**src/rtl/cob_pkg.sv**
```systemverilog
package cob_pkg;

    localparam int CURSOR_WIDTH  = 16;
    localparam int CURSOR_HEIGHT = 16;
    localparam int ROM_DIM       = 16;
    localparam int ROM_AW        = $clog2(ROM_DIM);

    localparam int COORD_W = 12;
    localparam int CFG_W   = 13;
    localparam int DELTA_W = CFG_W + 1;
    localparam int CFG_IDX_W = 2;

    localparam logic [CFG_IDX_W-1:0] CFG_CURSOR_LEFT = 2'd0;
    localparam logic [CFG_IDX_W-1:0] CFG_CURSOR_TOP  = 2'd1;
    localparam logic [CFG_IDX_W-1:0] CFG_FB_WIDTH    = 2'd2;
    localparam logic [CFG_IDX_W-1:0] CFG_FB_HEIGHT   = 2'd3;

    localparam logic [7:0] ALPHA_OPAQUE = 8'hFF;

    typedef struct packed {
        logic signed [CFG_W-1:0] cursor_left;
        logic signed [CFG_W-1:0] cursor_top;
        logic [CFG_W-1:0]        fb_width;
        logic [CFG_W-1:0]        fb_height;
    } t_cfg;

    typedef struct packed {
        logic [7:0] alpha;
        logic [7:0] red;
        logic [7:0] green;
        logic [7:0] blue;
    } t_pixel;

    typedef struct packed {
        t_pixel bg;
        t_pixel texel;
        logic   hit;
    } t_loc;

    // arrow bitmap: per row, bit n is column n
    localparam logic [ROM_DIM-1:0] ROM_OPAQUE [ROM_DIM] = '{
        16'h0001, 16'h0003, 16'h0007, 16'h000F, 16'h001F, 16'h003F, 16'h007F, 16'h00FF,
        16'h01FF, 16'h03FF, 16'h07FF, 16'h007F, 16'h00F7, 16'h00F3, 16'h01E1, 16'h00E0
    };
    localparam logic [ROM_DIM-1:0] ROM_WHITE [ROM_DIM] = '{
        16'h0000, 16'h0000, 16'h0002, 16'h0006, 16'h000E, 16'h001E, 16'h003E, 16'h007E,
        16'h00FE, 16'h01FE, 16'h003E, 16'h0036, 16'h0062, 16'h0060, 16'h00C0, 16'h0000
    };

    function automatic t_pixel rom_texel(input logic [ROM_AW-1:0] row,
                                         input logic [ROM_AW-1:0] col);
        t_pixel t;
        t.alpha = ROM_OPAQUE[row][col] ? 8'hFF : 8'h00;
        t.red   = ROM_WHITE[row][col] ? 8'hFF : 8'h00;
        t.green = t.red;
        t.blue  = t.red;
        return t;
    endfunction

endpackage

```
**src/rtl/cursor_overlay_blend.sv**
```systemverilog
// Hardware cursor plane over a framebuffer pixel stream. Each input word is
// one pixel (column, row, BGRA); each output word is the same pixel with the
// 16x16 arrow cursor drawn over it when the pixel lies inside both the
// framebuffer and the cursor window anchored at (cursor_left, cursor_top).
// One pixel per clock is sustained unless the output stalls; the stages are
// the bitmap ROM read, the channel multiply and the divide-by-255 output.
// Write the position and framebuffer size registers only while the stream
// is idle; a zero width or height disables drawing.
module cursor_overlay_blend
    import cob_pkg::*;
(
    input  logic                 i_clk,
    input  logic                 i_rst_n,
    input  logic                 i_cfg_wen,
    input  logic [CFG_IDX_W-1:0] i_cfg_index,
    input  logic [CFG_W-1:0]     i_cfg_data,
    input  logic                 i_s_axis_tvalid,
    output logic                 o_s_axis_tready,
    // pix_col[11:0], pix_row[23:12], bg_blue, bg_green, bg_red, bg_alpha
    input  logic [55:0]          i_s_axis_tdata,
    output logic                 o_m_axis_tvalid,
    input  logic                 i_m_axis_tready,
    // out_blue[7:0], out_green, out_red, out_alpha
    output logic [31:0]          o_m_axis_tdata,
    // covered[0]
    output logic [0:0]           o_m_axis_tuser
);

    t_cfg   r_cfg;
    t_pixel w_bg;
    t_loc   w_loc;
    logic   w_loc_valid;
    logic   w_loc_ready;
    t_pixel w_out_pix;
    logic   w_out_cov;

    always_ff @(posedge i_clk) begin
        if (!i_rst_n) begin
            r_cfg <= '0;
        end else if (i_cfg_wen) begin
            unique case (i_cfg_index)
                CFG_CURSOR_LEFT: r_cfg.cursor_left <= i_cfg_data;
                CFG_CURSOR_TOP:  r_cfg.cursor_top  <= i_cfg_data;
                CFG_FB_WIDTH:    r_cfg.fb_width    <= i_cfg_data;
                CFG_FB_HEIGHT:   r_cfg.fb_height   <= i_cfg_data;
                default:         r_cfg <= r_cfg;
            endcase
        end
    end

    assign w_bg = i_s_axis_tdata[55:24];

    cob_locate u_locate (
        .i_clk   (i_clk),
        .i_rst_n (i_rst_n),
        .i_cfg   (r_cfg),
        .i_valid (i_s_axis_tvalid),
        .o_ready (o_s_axis_tready),
        .i_col   (i_s_axis_tdata[11:0]),
        .i_row   (i_s_axis_tdata[23:12]),
        .i_bg    (w_bg),
        .o_valid (w_loc_valid),
        .i_ready (w_loc_ready),
        .o_loc   (w_loc)
    );

    cob_blend u_blend (
        .i_clk     (i_clk),
        .i_rst_n   (i_rst_n),
        .i_valid   (w_loc_valid),
        .o_ready   (w_loc_ready),
        .i_loc     (w_loc),
        .o_valid   (o_m_axis_tvalid),
        .i_ready   (i_m_axis_tready),
        .o_pix     (w_out_pix),
        .o_covered (w_out_cov)
    );

    assign o_m_axis_tdata = w_out_pix;
    assign o_m_axis_tuser = w_out_cov;

endmodule

```
**src/rtl/cob_locate.sv**
```systemverilog
module cob_locate
    import cob_pkg::*;
(
    input  logic               i_clk,
    input  logic               i_rst_n,
    input  t_cfg               i_cfg,
    input  logic               i_valid,
    output logic               o_ready,
    input  logic [COORD_W-1:0] i_col,
    input  logic [COORD_W-1:0] i_row,
    input  t_pixel             i_bg,
    output logic               o_valid,
    input  logic               i_ready,
    output t_loc               o_loc
);

    logic               r_valid;
    t_loc               r_loc;
    logic [DELTA_W-1:0] w_dx;
    logic [DELTA_W-1:0] w_dy;
    logic               w_in_fb;
    logic               w_in_win;
    logic               w_in_rom;
    logic               w_hit;

    assign w_dx = {2'b00, i_col} - {i_cfg.cursor_left[CFG_W-1], i_cfg.cursor_left};
    assign w_dy = {2'b00, i_row} - {i_cfg.cursor_top[CFG_W-1], i_cfg.cursor_top};

    assign w_in_fb  = ({1'b0, i_col} < i_cfg.fb_width) && ({1'b0, i_row} < i_cfg.fb_height);
    assign w_in_win = !w_dx[DELTA_W-1] && !w_dy[DELTA_W-1]
                   && (w_dx[DELTA_W-2:0] < (DELTA_W-1)'(CURSOR_WIDTH))
                   && (w_dy[DELTA_W-2:0] < (DELTA_W-1)'(CURSOR_HEIGHT));
    assign w_in_rom = (w_dx[DELTA_W-2:0] < (DELTA_W-1)'(ROM_DIM))
                   && (w_dy[DELTA_W-2:0] < (DELTA_W-1)'(ROM_DIM));
    assign w_hit    = w_in_fb && w_in_win && w_in_rom;

    assign o_ready = !r_valid || i_ready;
    assign o_valid = r_valid;
    assign o_loc   = r_loc;

    always_ff @(posedge i_clk) begin
        if (!i_rst_n) begin
            r_valid <= 1'b0;
        end else if (o_ready) begin
            r_valid <= i_valid;
        end
    end

    always_ff @(posedge i_clk) begin
        if (i_valid && o_ready) begin
            r_loc.bg  <= i_bg;
            r_loc.hit <= w_hit;
            if (w_hit) begin
                r_loc.texel <= rom_texel(w_dy[ROM_AW-1:0], w_dx[ROM_AW-1:0]);
            end else begin
                r_loc.texel <= '0;
            end
        end
    end

endmodule

```
**src/rtl/cob_blend.sv**
```systemverilog
module cob_blend
    import cob_pkg::*;
(
    input  logic   i_clk,
    input  logic   i_rst_n,
    input  logic   i_valid,
    output logic   o_ready,
    input  t_loc   i_loc,
    output logic   o_valid,
    input  logic   i_ready,
    output t_pixel o_pix,
    output logic   o_covered
);

    logic        r_valid2;
    logic        r_hit2;
    logic        r_cov2;
    t_pixel      r_bg2;
    logic [15:0] r_sum_b;
    logic [15:0] r_sum_g;
    logic [15:0] r_sum_r;

    logic        r_valid3;
    t_pixel      r_pix3;
    logic        r_cov3;

    logic        w_en2;
    logic        w_en3;
    logic [7:0]  w_ta;
    logic [7:0]  w_inv;
    t_pixel      w_mix;

    function automatic logic [15:0] mul8(input logic [7:0] a, input logic [7:0] b);
        return {8'd0, a} * {8'd0, b};
    endfunction

    function automatic logic [7:0] div255(input logic [15:0] x);
        logic [16:0] t;
        t = {1'b0, x} + {9'd0, x[15:8]} + 17'd1;
        return t[15:8];
    endfunction

    assign w_en3   = !r_valid3 || i_ready;
    assign w_en2   = !r_valid2 || w_en3;
    assign o_ready = w_en2;

    assign w_ta  = i_loc.texel.alpha;
    assign w_inv = 8'hFF - w_ta;

    always_comb begin
        w_mix.blue  = div255(r_sum_b);
        w_mix.green = div255(r_sum_g);
        w_mix.red   = div255(r_sum_r);
        w_mix.alpha = ALPHA_OPAQUE;
    end

    always_ff @(posedge i_clk) begin
        if (!i_rst_n) begin
            r_valid2 <= 1'b0;
            r_valid3 <= 1'b0;
        end else begin
            if (w_en2) begin
                r_valid2 <= i_valid;
            end
            if (w_en3) begin
                r_valid3 <= r_valid2;
            end
        end
    end

    always_ff @(posedge i_clk) begin
        if (i_valid && w_en2) begin
            r_bg2   <= i_loc.bg;
            r_hit2  <= i_loc.hit;
            r_cov2  <= i_loc.hit && (w_ta != 8'h00);
            r_sum_b <= mul8(i_loc.texel.blue, w_ta) + mul8(i_loc.bg.blue, w_inv);
            r_sum_g <= mul8(i_loc.texel.green, w_ta) + mul8(i_loc.bg.green, w_inv);
            r_sum_r <= mul8(i_loc.texel.red, w_ta) + mul8(i_loc.bg.red, w_inv);
        end
        if (r_valid2 && w_en3) begin
            r_cov3 <= r_cov2;
            if (r_cov2) begin
                r_pix3 <= w_mix;
            end else begin
                r_pix3 <= r_bg2;
            end
        end
    end

    assign o_valid   = r_valid3;
    assign o_pix     = r_pix3;
    assign o_covered = r_cov3;

`ifndef SYNTHESIS
    a_cov_opaque: assert property (@(posedge i_clk) disable iff (!i_rst_n)
        r_valid3 && r_cov3 |-> r_pix3.alpha == ALPHA_OPAQUE)
        else $error("covered pixel without opaque alpha");

    a_miss_pass: assert property (@(posedge i_clk) disable iff (!i_rst_n)
        r_valid2 && w_en3 && !r_hit2 |=> r_pix3 == $past(r_bg2) && !r_cov3)
        else $error("pixel outside cursor was modified");

    a_cov_needs_hit: assert property (@(posedge i_clk) disable iff (!i_rst_n)
        r_valid2 && r_cov2 |-> r_hit2)
        else $error("coverage without window hit");
`endif

endmodule
```
**config.mk**
```make
export PLATFORM = sky130hd
export DESIGN_NAME = cursor_overlay_blend
export DESIGN_NICKNAME = d
export VERILOG_FILES = /design/src/rtl/cob_pkg.sv /design/src/rtl/cursor_overlay_blend.sv /design/src/rtl/cob_locate.sv /design/src/rtl/cob_blend.sv
export SDC_FILE = /design/constraint.sdc
export NUM_CORES = 1
export LEC_CHECK = 0
export BUFFER_PORTS_ARGS = -buffer_cell sky130_fd_sc_hd__buf_2
export CORE_MARGIN = 2
export CORE_UTILIZATION = 65
export DETAILED_ROUTE_END_ITERATION = 10
export PLACE_DENSITY = 0.85
export SLEW_MARGIN = 20
export SYNTH_ARGS = -nofsm -noshare
export SYNTH_HDL_FRONTEND = slang
export SYNTH_SLANG_ARGS = --single-unit
```
**constraint.sdc**
```tcl
create_clock -name i_clk -period 15.4 [get_ports i_clk]
set_input_delay 3.08 -clock i_clk [delete_from_list [all_inputs] [get_ports i_clk]]
set_output_delay 3.08 -clock i_clk [all_outputs]
set_load 0.1 [all_outputs]
```
Yosys cells after proc, flatten, opt, wreduce, memory -nomap -nowiden
Memory sizes are Yosys's and may differ from the RTL's.
Index checks and enable logic that the tools add are counted.
{"block": "totals", "reg_bits": 218, "romBits": 512, "in_bits": 76, "elab_cells": 91, "memories": 2}
{"block": "op_classes", "addsub": 12, "n_mul": 4, "order_cmp": 6, "eq_ne": 3, "mux": 11, "n_bitwise": 1, "reduce_logical": 25}
{"name": "(no name shown)", "depth": 16, "word_bits": 16, "read_ports": 1, "rd_ports_with_merged_regs": 0, "wr": 0, "line": "cob_pkg.sv:53", "rtl": "t.alpha = ROM_OPAQUE[row][col] ? 8'hFF : 8'h00;"}
{"name": "(no name shown)", "depth": 16, "word_bits": 16, "read_ports": 1, "rd_ports_with_merged_regs": 0, "wr": 0, "line": "cob_pkg.sv:54", "rtl": "t.red = ROM_WHITE[row][col] ? 8'hFF : 8'h00;"}
{"operator": "multiplier 8 x 8 -> 16 bit", "count": 4}
{"operator": "2-to-1 mux 16 bit", "count": 4}
{"operator": "adder 16 x 1 -> 16 bit, second input constant", "count": 3}
{"operator": "adder 16 bit", "count": 3}
{"operator": "adder 16 x 8 -> 16 bit", "count": 3}
{"operator": "subtractor 13 x 13 -> 14 bit", "count": 2}
{"operator": "< comparator 12 x 13 -> 1 bit", "count": 2}
{"operator": "< comparator 13 x 5 -> 1 bit, second input constant", "count": 2}
{"operator": "2-to-1 mux 24 bit", "count": 1}
{"operator": "2-to-1 mux 8 bit", "count": 2}
{"operator": "logical AND 1 bit", "count": 11}
{"operator": "binary-select mux 1 bit (select 4 bit)", "count": 2}
{"operator": "AND reduction 2 bit", "count": 4}
{"operator": "nonzero test 8 bit", "count": 1}
{"operator": "subtractor 8 bit, first input constant", "count": 1}
{"operator": "greater-or-equal comparator 5 bit, second input constant", "count": 1}
{"operator": "logical NOT 1 bit", "count": 5}
{"operator": "< comparator 4 x 5 -> 1 bit, second input constant", "count": 1}
{"operator": "NOT 4 -> 5 bit", "count": 1}
{"operator": "== test 2 bit, second input constant", "count": 2}
{"operator": "logical OR 1 bit", "count": 3}
{"operator": "== test 2 x 1 -> 1 bit, second input constant", "count": 1}
{"operator": "logical NOT 2 bit", "count": 1}
{"operator": "2-to-1 mux 1 bit", "count": 2}

Depth between registers and ports, before layout
Gate-level depths: netlist of run 1.
{"block": "depth", "depth_word": 8, "mapped_depth": 20}

By module
From an unflattened synthesis of run 1, not the netlist that was laid out.
{"block": "hier_totals", "cells_unflattened": 2379, "area_unflattened_um2": 23411.2}
{"mod": "cob_blend", "n_inst": 1, "cells_each": 1785, "area_per_inst_um2": 17834.6}
{"mod": "cob_locate", "n_inst": 1, "cells_each": 410, "area_per_inst_um2": 3641.0}
{"mod": "cursor_overlay_blend", "n_inst": 1, "cells_each": 184, "area_per_inst_um2": 1935.6}

Least setup slack after synthesis of run 1
OpenSTA, ideal clock, no wires.
{"block": "synth_path", "kind": "input-to-reg", "startpoint": "input i_m_axis_tready", "endpoint": "register u_blend.r_bg2[0] in the netlist's numbering (enable)", "setup_ns": 0.644, "arrival_time_ns": 9.057, "path_slack_ns": 5.699, "cell_stages": 2, "path_cell_list": "nor2b_1 -> a21boi_0"}
{"block": "synth_via", "elab_chain_cells": 3}
{"element": "from (decl)", "line": "cursor_overlay_blend.sv:22", "rtl": "input logic i_m_axis_tready,"}
{"element": "logical OR 1 bit", "line": "cob_blend.sv:43", "rtl": "assign w_en3 = !r_valid3 || i_ready;"}
{"element": "logical OR 1 bit", "line": "cob_blend.sv:44", "rtl": "assign w_en2 = !r_valid2 || w_en3;"}
{"element": "logical AND 1 bit", "line": "cob_blend.sv:72", "rtl": "if (i_valid && w_en2) begin"}
{"element": "to (signal assigned)", "line": "cob_blend.sv:73", "rtl": "r_bg2 <= i_loc.bg;"}
{"element": "to (decl)", "line": "cob_blend.sv:18", "rtl": "t_pixel r_bg2;"}
Every way passes these cells.
A chain may end at the register's enable or synchronous reset.

Worst setup path after layout of run 1
{"block": "layout_path", "startpoint": "input i_m_axis_tready", "endpoint": "output o_s_axis_tready"}
{"block": "layout_via", "elab_chain_cells": 3}
{"element": "logical OR 1 bit", "line": "cob_blend.sv:43"}
{"element": "logical OR 1 bit", "line": "cob_blend.sv:44"}
{"element": "logical OR 1 bit", "line": "cob_locate.sv:37", "rtl": "assign o_ready = !r_valid || i_ready;"}
{"element": "to (decl)", "line": "cursor_overlay_blend.sv:18", "rtl": "output logic o_s_axis_tready,"}
Every way passes these cells.

==> results of run 1 <==
-- metal layers --
metal,global-route usage (%),wire [um]
met5,0,0
met4,9.09,1100
met3,3.70,2140
met2,48.5,17100
met1,35.1,14400
-- power groups by stage --
stage,combinational [mW],clock (mW),sequential (mW)
after floorplan,0.973,0,0.810
after global placement,1.19,0,0.797
after detailed placement,1.26,0,0.799
after CTS,1.29,0.531,0.788
after global routing,1.46,0.550,0.796
final,1.29,0.521,0.790
-- cells by family (layout without fill, tap and decap cells) --
group,after synthesis,in the layout
AOI/OAI and AO/OA,257,257
muxes,10,10
buffers and inverters,321,447
adders and majority gates,285,285
DFF,204,204
other,1,3
and+or+nand+nor,400,400
xor gates and xnor gates,85,85
-- final cells by class --
| type | count | area share, % |
|---|---|---|
| Tap cell | 319 | 2.31 |
| Timing Repair Buffer | 116 | 3.45 |
| Multi-Input combinational cell | 1040 | 51.4 |
| Clock buffer | 21 | 3.05 |
| Inverter | 293 | 6.37 |
| Clock inverter | 17 | 1.06 |
| Sequential cell | 204 | 32.3 |
-- critical path: cells and delay by family --
| kind | cells | cell delay (ps) |
|---|---|---|
| simple gates | 2 | 770 |
| buf+inv | 2 | 450 |
-- synth_stat cells (all sizes together) (19+ instances only) --
cell    instances  share of area [%]
a21oi          66                2.1
nor2b          23               0.92
nand2         148                3.6
edfxtp        149                 29
inv           293                7.0
xnor2          51                2.9
ha            180                 14
fa            105                 13
nand3          25               0.80
nor3           19               0.61
clkbuf         26               0.62
o21ai          39                1.2
nand2b         28                1.1
nor2           90                2.2
dfxtp          55                7.0
a21boi         56                2.7
xor2           34                1.9
-- state kept, by name, summed over array words and instances (netlist names) --
name and cells:
u_blend.r_cov2 1, u_blend.o_valid 1, u_blend.r_sum_r 16, r_cfg 52, u_blend.r_bg2 32, u_blend.r_sum_g 16
u_locate.o_loc 35, u_locate.o_valid 1, u_blend.r_sum_b 16, u_blend.o_covered 1, u_blend.r_valid2 1, u_blend.o_pix 32
-- worst max-delay path by stage --
stage / start / endpoint / slack (ps) / cells past startpoint
floorplan: i_m_axis_tready / u_blend.r_bg2[0] / 5700 / 2
global placement: i_m_axis_tready / o_s_axis_tready / 8010 / 4
detailed placement: i_m_axis_tready / o_s_axis_tready / 8000 / 4
CTS: i_m_axis_tready / o_s_axis_tready / 8000 / 4
global route: i_m_axis_tready / o_s_axis_tready / 7920 / 4
finish: i_m_axis_tready / o_s_axis_tready / 8010 / 4
-- per-stage QoR --
step	instance area [um^2]	power (mW)	worst slack, ps	instances
finish	17300	2.61	8010	2010
global placement	16500	1.98	8010	1972
detailed placement	16500	2.06	8000	1972
floorplan	15600	1.78	5700	1565
global route	17300	2.81	7920	2010
CTS	17300	2.61	8000	2010
==> implementation parameters, run 1 <==
Parameter                              Value

Run status
  Outcome ... completed

Synthesis
  Post-Synthesis Cells ... 1563
  Area fraction in and, or, nand and nor cells after synthesis ... 12.2%
  Number of storage elements in the synthesis netlist ... 204
  Multiplexer share of the synthesized area ... 0.697%
  Warnings from Yosys ... 0
  Async set-or-reset flop fraction in the synthesized netlist ... 0%
  Most frequently used flop master after synthesis ... sky130_fd_sc_hd__edfxtp_1
  Number of library cell types mapped by synthesis ... 65
  EDFF count, synth ... 149
  Average size of a mapped cell ... 9.99 um^2
  Main combinational cell family by area after synthesis ... adder cells
  Share of the yosys chip area belonging to registers ... 35.7%
  Compound-Gate Fraction of Synth Area ... 11.0%
  Share of the synthesized netlist area taken by xor and xnor gates ... 4.77%
  Synthesized-area fraction occupied by adder cells ... 27.9%
  Netlist area before placement ... 15600 um^2

Cells and area
  Most frequent standard cell in the layout excluding fill and tap cells ... sky130_fd_sc_hd__inv_1
  Count of antenna diodes in the layout ... 0
  Multi-input combinational cell area ... 8880 um^2
  Final net count ... 2037
  Fill cell count ... 1622
  Fraction of final layout cells sized beyond drive strength 1 ... 11.2%
  Register area ... 5580 um^2
  Final design utilization ... 73.3%
  Commonest cells after routing, fill and taps aside ... sky130_fd_sc_hd__inv_1, sky130_fd_sc_hd__ha_1, sky130_fd_sc_hd__edfxtp_1
  Area grow syn2layout ... 10.5%

Placed design
  Detailed Place HPWL ... 26200 um
  I/O Buffers ... 110
  Routability-driven placement congestion ratio ... 0.902

Critical path
  Startpoint Class ... primary input
  Cell with the largest stage delay on the worst path ... sky130_fd_sc_hd__nor2b_1
  Worst Reg-to-Reg Cells ... 16
  Most frequent CP cell ... sky130_fd_sc_hd__buf_2
  Crit. End Element ... output pin
  Biggest cell delay along the critical path ... 590 ps
  Sequence of cells on the critical path ... buf_2, nor2b_1, nand3_1, buf_2
  Required @ worst endpoint ... 12320 ps
  Endpoint of the most critical register-to-register path ... u_blend.r_sum_b[15]
  R2R setup slack ... 9790 ps
  Critical Path AT ... 4310 ps
  Start of the worst register-to-register path ... u_locate.o_loc[31]
  Classification of the worst setup path ... primary input to output pin
  Largest fanout on the critical path ... 6

Floorplanning
  Chip height ... 159 um
  Die Footprint ... 25300 um^2
  Floorplan Core Area ... 23500 um^2
  Effective utilization at floorplan ... 66.3%
  IO Pins ... 111
  Standard-cell row count ... 56
  DIE WIDTH ... 159 um

Clocking
  Post-CTS resize count ... 0
  Clk sinks ... 204
  Maximum buffer depth of the clock tree ... 3
  Insertion delay of the later-clocked pin in the worst-skew pair ... 510 ps
  TritonCTS clock tree ... built
  Clock slew at the register clock pins of the worst setup and hold paths ... 70 ps
  Inserted Clock Buffers ... 21
  H-tree level count ... 1
  CTS root buffer ... sky130_fd_sc_hd__clkbuf_16
  Hold bufs inserted after CTS ... 0
  Count of buffers added by post-CTS timing repair for setup ... 0

Power and ir drop
  Power density normalized to cell area ... 151 nW/um^2
  Worst-case vdd ir drop ... 101 uV
  Static Leakage ... 7.55 nW
  Power share of the sequential group ... 30.3%
  Combinational share of power ... 49.7%
  Clock power share ... 20.0%
  P_int ... 1.59 mW
  Net switching power ... 1.02 mW
  Switching Fraction ... 39.1%

GRT
  Initial antenna violation count ... 0
  Global-route wire length before repair ... 56200 um
  GRT overflow ... 0
  GRT Total Usage ... 27.5%
  Pin count of the biggest net entering global routing ... 82
  Number of global-route vias before repair ... 11600

Hold path
  Number of cells on the worst hold path ... 0
  Min-delay src ... u_locate.o_loc[63]
  End of the worst hold path ... u_blend.r_bg2[30]
  Worst hold path class ... flip-flop to flip-flop

Detailed routing
  Detailed-route wire length per cell ... 17.3 um
  Aggregate routed wire length ... 34700 um
  Count of nets left with antenna violations after detail routing ... 0
  Residual DRC ... 0
  Detailed-routing iteration count for the pre-antenna-repair pass ... 6
  Starting DRC count in detailed routing ... 730
  Detailed-route vias per instance ... 5.69
  Vias after detailed routing ... 11400

Timing
  Slew of the pin with the lowest slew margin ... 1090 ps
  Headroom to the max-slew limit ... 26.9%
  Maximum frequency from static timing analysis ... 135 MHz
  Worst hold-check slack ... 427 ps
  Unrepaired setup endpoints after global routing ... false
  Pins Over Slew Limit ... 0
  Share of the clock period used by the worst path ... 48.0%
  Number of hold-slack violations in the final timing report ... 0
  Period minus WS final ... 7390 ps
  Final Setup Violations ... 0
  Clock skew after layout ... 8.32 ps
  Final sum of negative setup slack ... 0 ps

Run
  Number of max-cap violations ... 0
Power figures use the tool's default switching activity.
==> run 2, diff against run 1 <==
--- a/config.mk
+++ b/config.mk
@@ -7,9 +7,9 @@
 export LEC_CHECK = 0
 export BUFFER_PORTS_ARGS = -buffer_cell sky130_fd_sc_hd__buf_2
 export CORE_MARGIN = 2
-export CORE_UTILIZATION = 65
+export CORE_UTILIZATION = 62
 export DETAILED_ROUTE_END_ITERATION = 10
-export PLACE_DENSITY = 0.85
+export PLACE_DENSITY = 0.82
 export SLEW_MARGIN = 20
 export SYNTH_ARGS = -nofsm -noshare
 export SYNTH_HDL_FRONTEND = slang
==> constraint.sdc (replaced) <==
create_clock -name i_clk -period 6.8 [get_ports i_clk]
set_input_delay 1.36 -clock i_clk [delete_from_list [all_inputs] [get_ports i_clk]]
set_output_delay 1.36 -clock i_clk [all_outputs]
set_load 0.1 [all_outputs]
==> run 2 against run 1 <==
Global-route usage decreased by 1.1 points. First-iteration DRC count increased by 5.3%. Worst hold slack got worse by 12 ps. Final cell count increased by 0.80%. Combinational power increased by 120%. Register-to-register slack got worse by 8700 ps. Sequential power increased by 130%. Sequential cell count unchanged. Routed wire length decreased by 2.8%. Die area increased by 4.7%. Critical path type is now flip-flop to flip-flop.
==> implementation parameters, run 2 (synthesis gave the netlist of run 1 again) <==
Parameter                              Value

Placed design
  Routability-driven placement congestion ratio ... 0.957 (+6.0%)
  I/O Buffers ... 110 (unchanged)
  Detailed Place HPWL ... 26200 um (-0.12%)

Floorplanning
  Effective utilization at floorplan ... 62.6% (-3.8 points)
  Standard-cell row count ... 58 (+3.6%)
  DIE WIDTH ... 163 um (+2.3%)
  Die Footprint ... 26500 um^2 (+4.7%)
  Chip height ... 163 um (+2.3%)
  IO Pins ... 111 (unchanged)
  Floorplan Core Area ... 25000 um^2 (+6.0%)

Detailed routing
  Count of nets left with antenna violations after detail routing ... 0 (unchanged)
  Detailed-route vias per instance ... 5.55 (-2.5%)
  Residual DRC ... 0 (unchanged)
  Detailed-route wire length per cell ... 16.6 um (-3.6%)
  Aggregate routed wire length ... 33700 um (-2.8%)
  Detailed-routing iteration count for the pre-antenna-repair pass ... 5 (-1)
  Vias after detailed routing ... 11200 (-1.7%)
  Starting DRC count in detailed routing ... 769 (+5.3%)

Power and ir drop
  Power density normalized to cell area ... 346 nW/um^2 (+130%)
  Combinational share of power ... 47.8% (-1.9 points)
  Worst-case vdd ir drop ... 218 uV (+120%)
  Power share of the sequential group ... 29.7% (-0.6 points)
  Net switching power ... 2.30 mW (+130%)
  Clock power share ... 22.5% (+2.5 points)
  Static Leakage ... 7.61 nW (+0.77%)
  P_int ... 3.72 mW (+130%)
  Switching Fraction ... 38.2% (-0.84 points)

Timing
  Number of hold-slack violations in the final timing report ... 0 (unchanged)
  Pins Over Slew Limit ... 0 (unchanged)
  Final Setup Violations ... 0 (unchanged)
  Worst hold-check slack ... 416 ps (-11.7 ps)
  Final sum of negative setup slack ... 0 ps (unchanged)
  Headroom to the max-slew limit ... 29.1% (+2.2 points)
  Clock skew after layout ... 20.6 ps (+12.3 ps)
  Slew of the pin with the lowest slew margin ... 1060 ps (-29.6 ps)
  Period minus WS final ... 5680 ps
  Unrepaired setup endpoints after global routing ... false
  Share of the clock period used by the worst path ... 83.5%
  Maximum frequency from static timing analysis ... 176 MHz

Clocking
  Insertion delay of the later-clocked pin in the worst-skew pair ... 530 ps (+20 ps)
  Post-CTS resize count ... 0 (unchanged)
  TritonCTS clock tree ... built
  Count of buffers added by post-CTS timing repair for setup ... 0 (unchanged)
  Clk sinks ... 204 (unchanged)
  H-tree level count ... 1 (unchanged)
  Clock slew at the register clock pins of the worst setup and hold paths ... 60 ps (about the same)
  CTS root buffer ... sky130_fd_sc_hd__clkbuf_16
  Inserted Clock Buffers ... 24 (+14%)
  Hold bufs inserted after CTS ... 0 (unchanged)
  Maximum buffer depth of the clock tree ... 3 (unchanged)

Critical path
  Required @ worst endpoint ... 7060 ps (-5260 ps)
  Critical Path AT ... 5940 ps (+1630 ps)
  Startpoint Class ... flip-flop
  Start of the worst register-to-register path ... u_locate.o_loc[31]
  Largest fanout on the critical path ... 35 (+29)
  Classification of the worst setup path ... flip-flop to flip-flop
  Crit. End Element ... flip-flop
  Origin of the worst setup path ... u_locate.o_loc[31]

Hold path
  Min-delay src ... u_locate.o_loc[58]
  Worst hold path class ... flip-flop to flip-flop

Cells and area
  Final net count ... 2039 (+0.098%)
  Max reg flops ... 52 (unchanged)
  Commonest cells after routing, fill and taps aside ... sky130_fd_sc_hd__inv_1, sky130_fd_sc_hd__ha_1, sky130_fd_sc_hd__edfxtp_1
  Final design utilization ... 69.7% (-3.6 points)
  Area grow syn2layout ... 11.4%
  Fraction of final layout cells sized beyond drive strength 1 ... 11.2% (+0.026 points)
  Count of antenna diodes in the layout ... 0 (unchanged)
  Most frequent standard cell in the layout excluding fill and tap cells ... sky130_fd_sc_hd__inv_1
  Biggest register ... r_cfg

GRT
  Initial antenna violation count ... 0 (unchanged)
  Number of global-route vias before repair ... 11400 (-2.1%)
  Met2 track utilization from global routing ... 47.1% (-1.4 points)
  Pin count of the biggest net entering global routing ... 56 (-32%)
  Most crowded layer after global routing ... met2
  GR met3 Demand/Resource ... 3.59% (-0.11 points)
  Global-route wire length before repair ... 55400 um (-1.6%)
  GRT overflow ... 0 (unchanged)
  GRT Total Usage ... 26.3% (-1.1 points)
  GRT met1 Usage ... 33.2% (-1.9 points)

Run
  Number of max-cap violations ... 0 (unchanged)

Run status
  Outcome ... completed
[run 2: cell count changes in the layout (fill, tap and decap cells not counted), sizes merged]
cell / delta
clkbuf: +6
buf: -1
bufinv: +1
clkinv: -1
clkinvlp: -1
inv: +1
[run 2: final cells by class]
| cell class | instances | area, um^2 |
|---|---|---|
| multi-input combinational | 1040 | 8880 |
| fill | 1818 | 7570 |
| sequential | 204 | 5580 |
| inverter | 293 | 1100 |
| clock buffer | 27 | 633 |
| timing repair buffer | 115 | 588 |
| tap | 330 | 413 |
| clock inverter | 17 | 210 |
[run 2: path summary, 6_finish.rpt]
kind	end	slack, ps	cells after the start
max	u_blend.r_sum_g[14]	1120	15
min	u_blend.r_bg2[25]	420	0
max reg2reg	u_blend.r_sum_g[14]	1120	15
min reg2reg	u_blend.r_bg2[25]	420	0
[run 2: per-layer routing]
metal | part of all wire [%] | routed length, um | up-vias
met1 | 41 | 13900 | 5353
met5 | 0 | 0 | -
met3 | 5.7 | 1920 | 84
li1 | - | - | 5439
met4 | 3.3 | 1120 | 0
met2 | 50 | 16800 | 363
[run 2: worst max-delay path, stage by stage, from the launching register on]
cell and delay, ps:
sky130_fd_sc_hd__edfxtp_1 1050, sky130_fd_sc_hd__nand2b_1 300, sky130_fd_sc_hd__inv_1 150, sky130_fd_sc_hd__fa_1 600, sky130_fd_sc_hd__fa_1 480, sky130_fd_sc_hd__fa_1 550
sky130_fd_sc_hd__inv_1 50, sky130_fd_sc_hd__fa_1 530, sky130_fd_sc_hd__inv_1 40, sky130_fd_sc_hd__ha_1 330, sky130_fd_sc_hd__or2_2 320, sky130_fd_sc_hd__a41oi_1 280
sky130_fd_sc_hd__nor2b_1 80, sky130_fd_sc_hd__o21a_1 180, sky130_fd_sc_hd__o41ai_1 350, sky130_fd_sc_hd__xnor2_1 120
[run 2: power groups by stage]
stage               clock, mW  combinational, mW  sequential [mW]
floorplan                   0               2.20             1.83
global placement            0               2.72             1.81
detailed placement          0               2.85             1.81
CTS                      1.37               2.89             1.79
global route             1.42               3.31             1.81
finish                   1.35               2.88             1.79
[run 2: stage by stage]
step	power (mW)	setup slack, ps	area [um^2]	std cells
detailed placement	4.66	1130	16600	1982
global placement	4.53	1370	16600	1982
CTS	6.05	1120	17400	2026
floorplan	4.04	958	15600	1565
global route	6.54	708	17400	2026
finish	6.03	1120	17400	2026
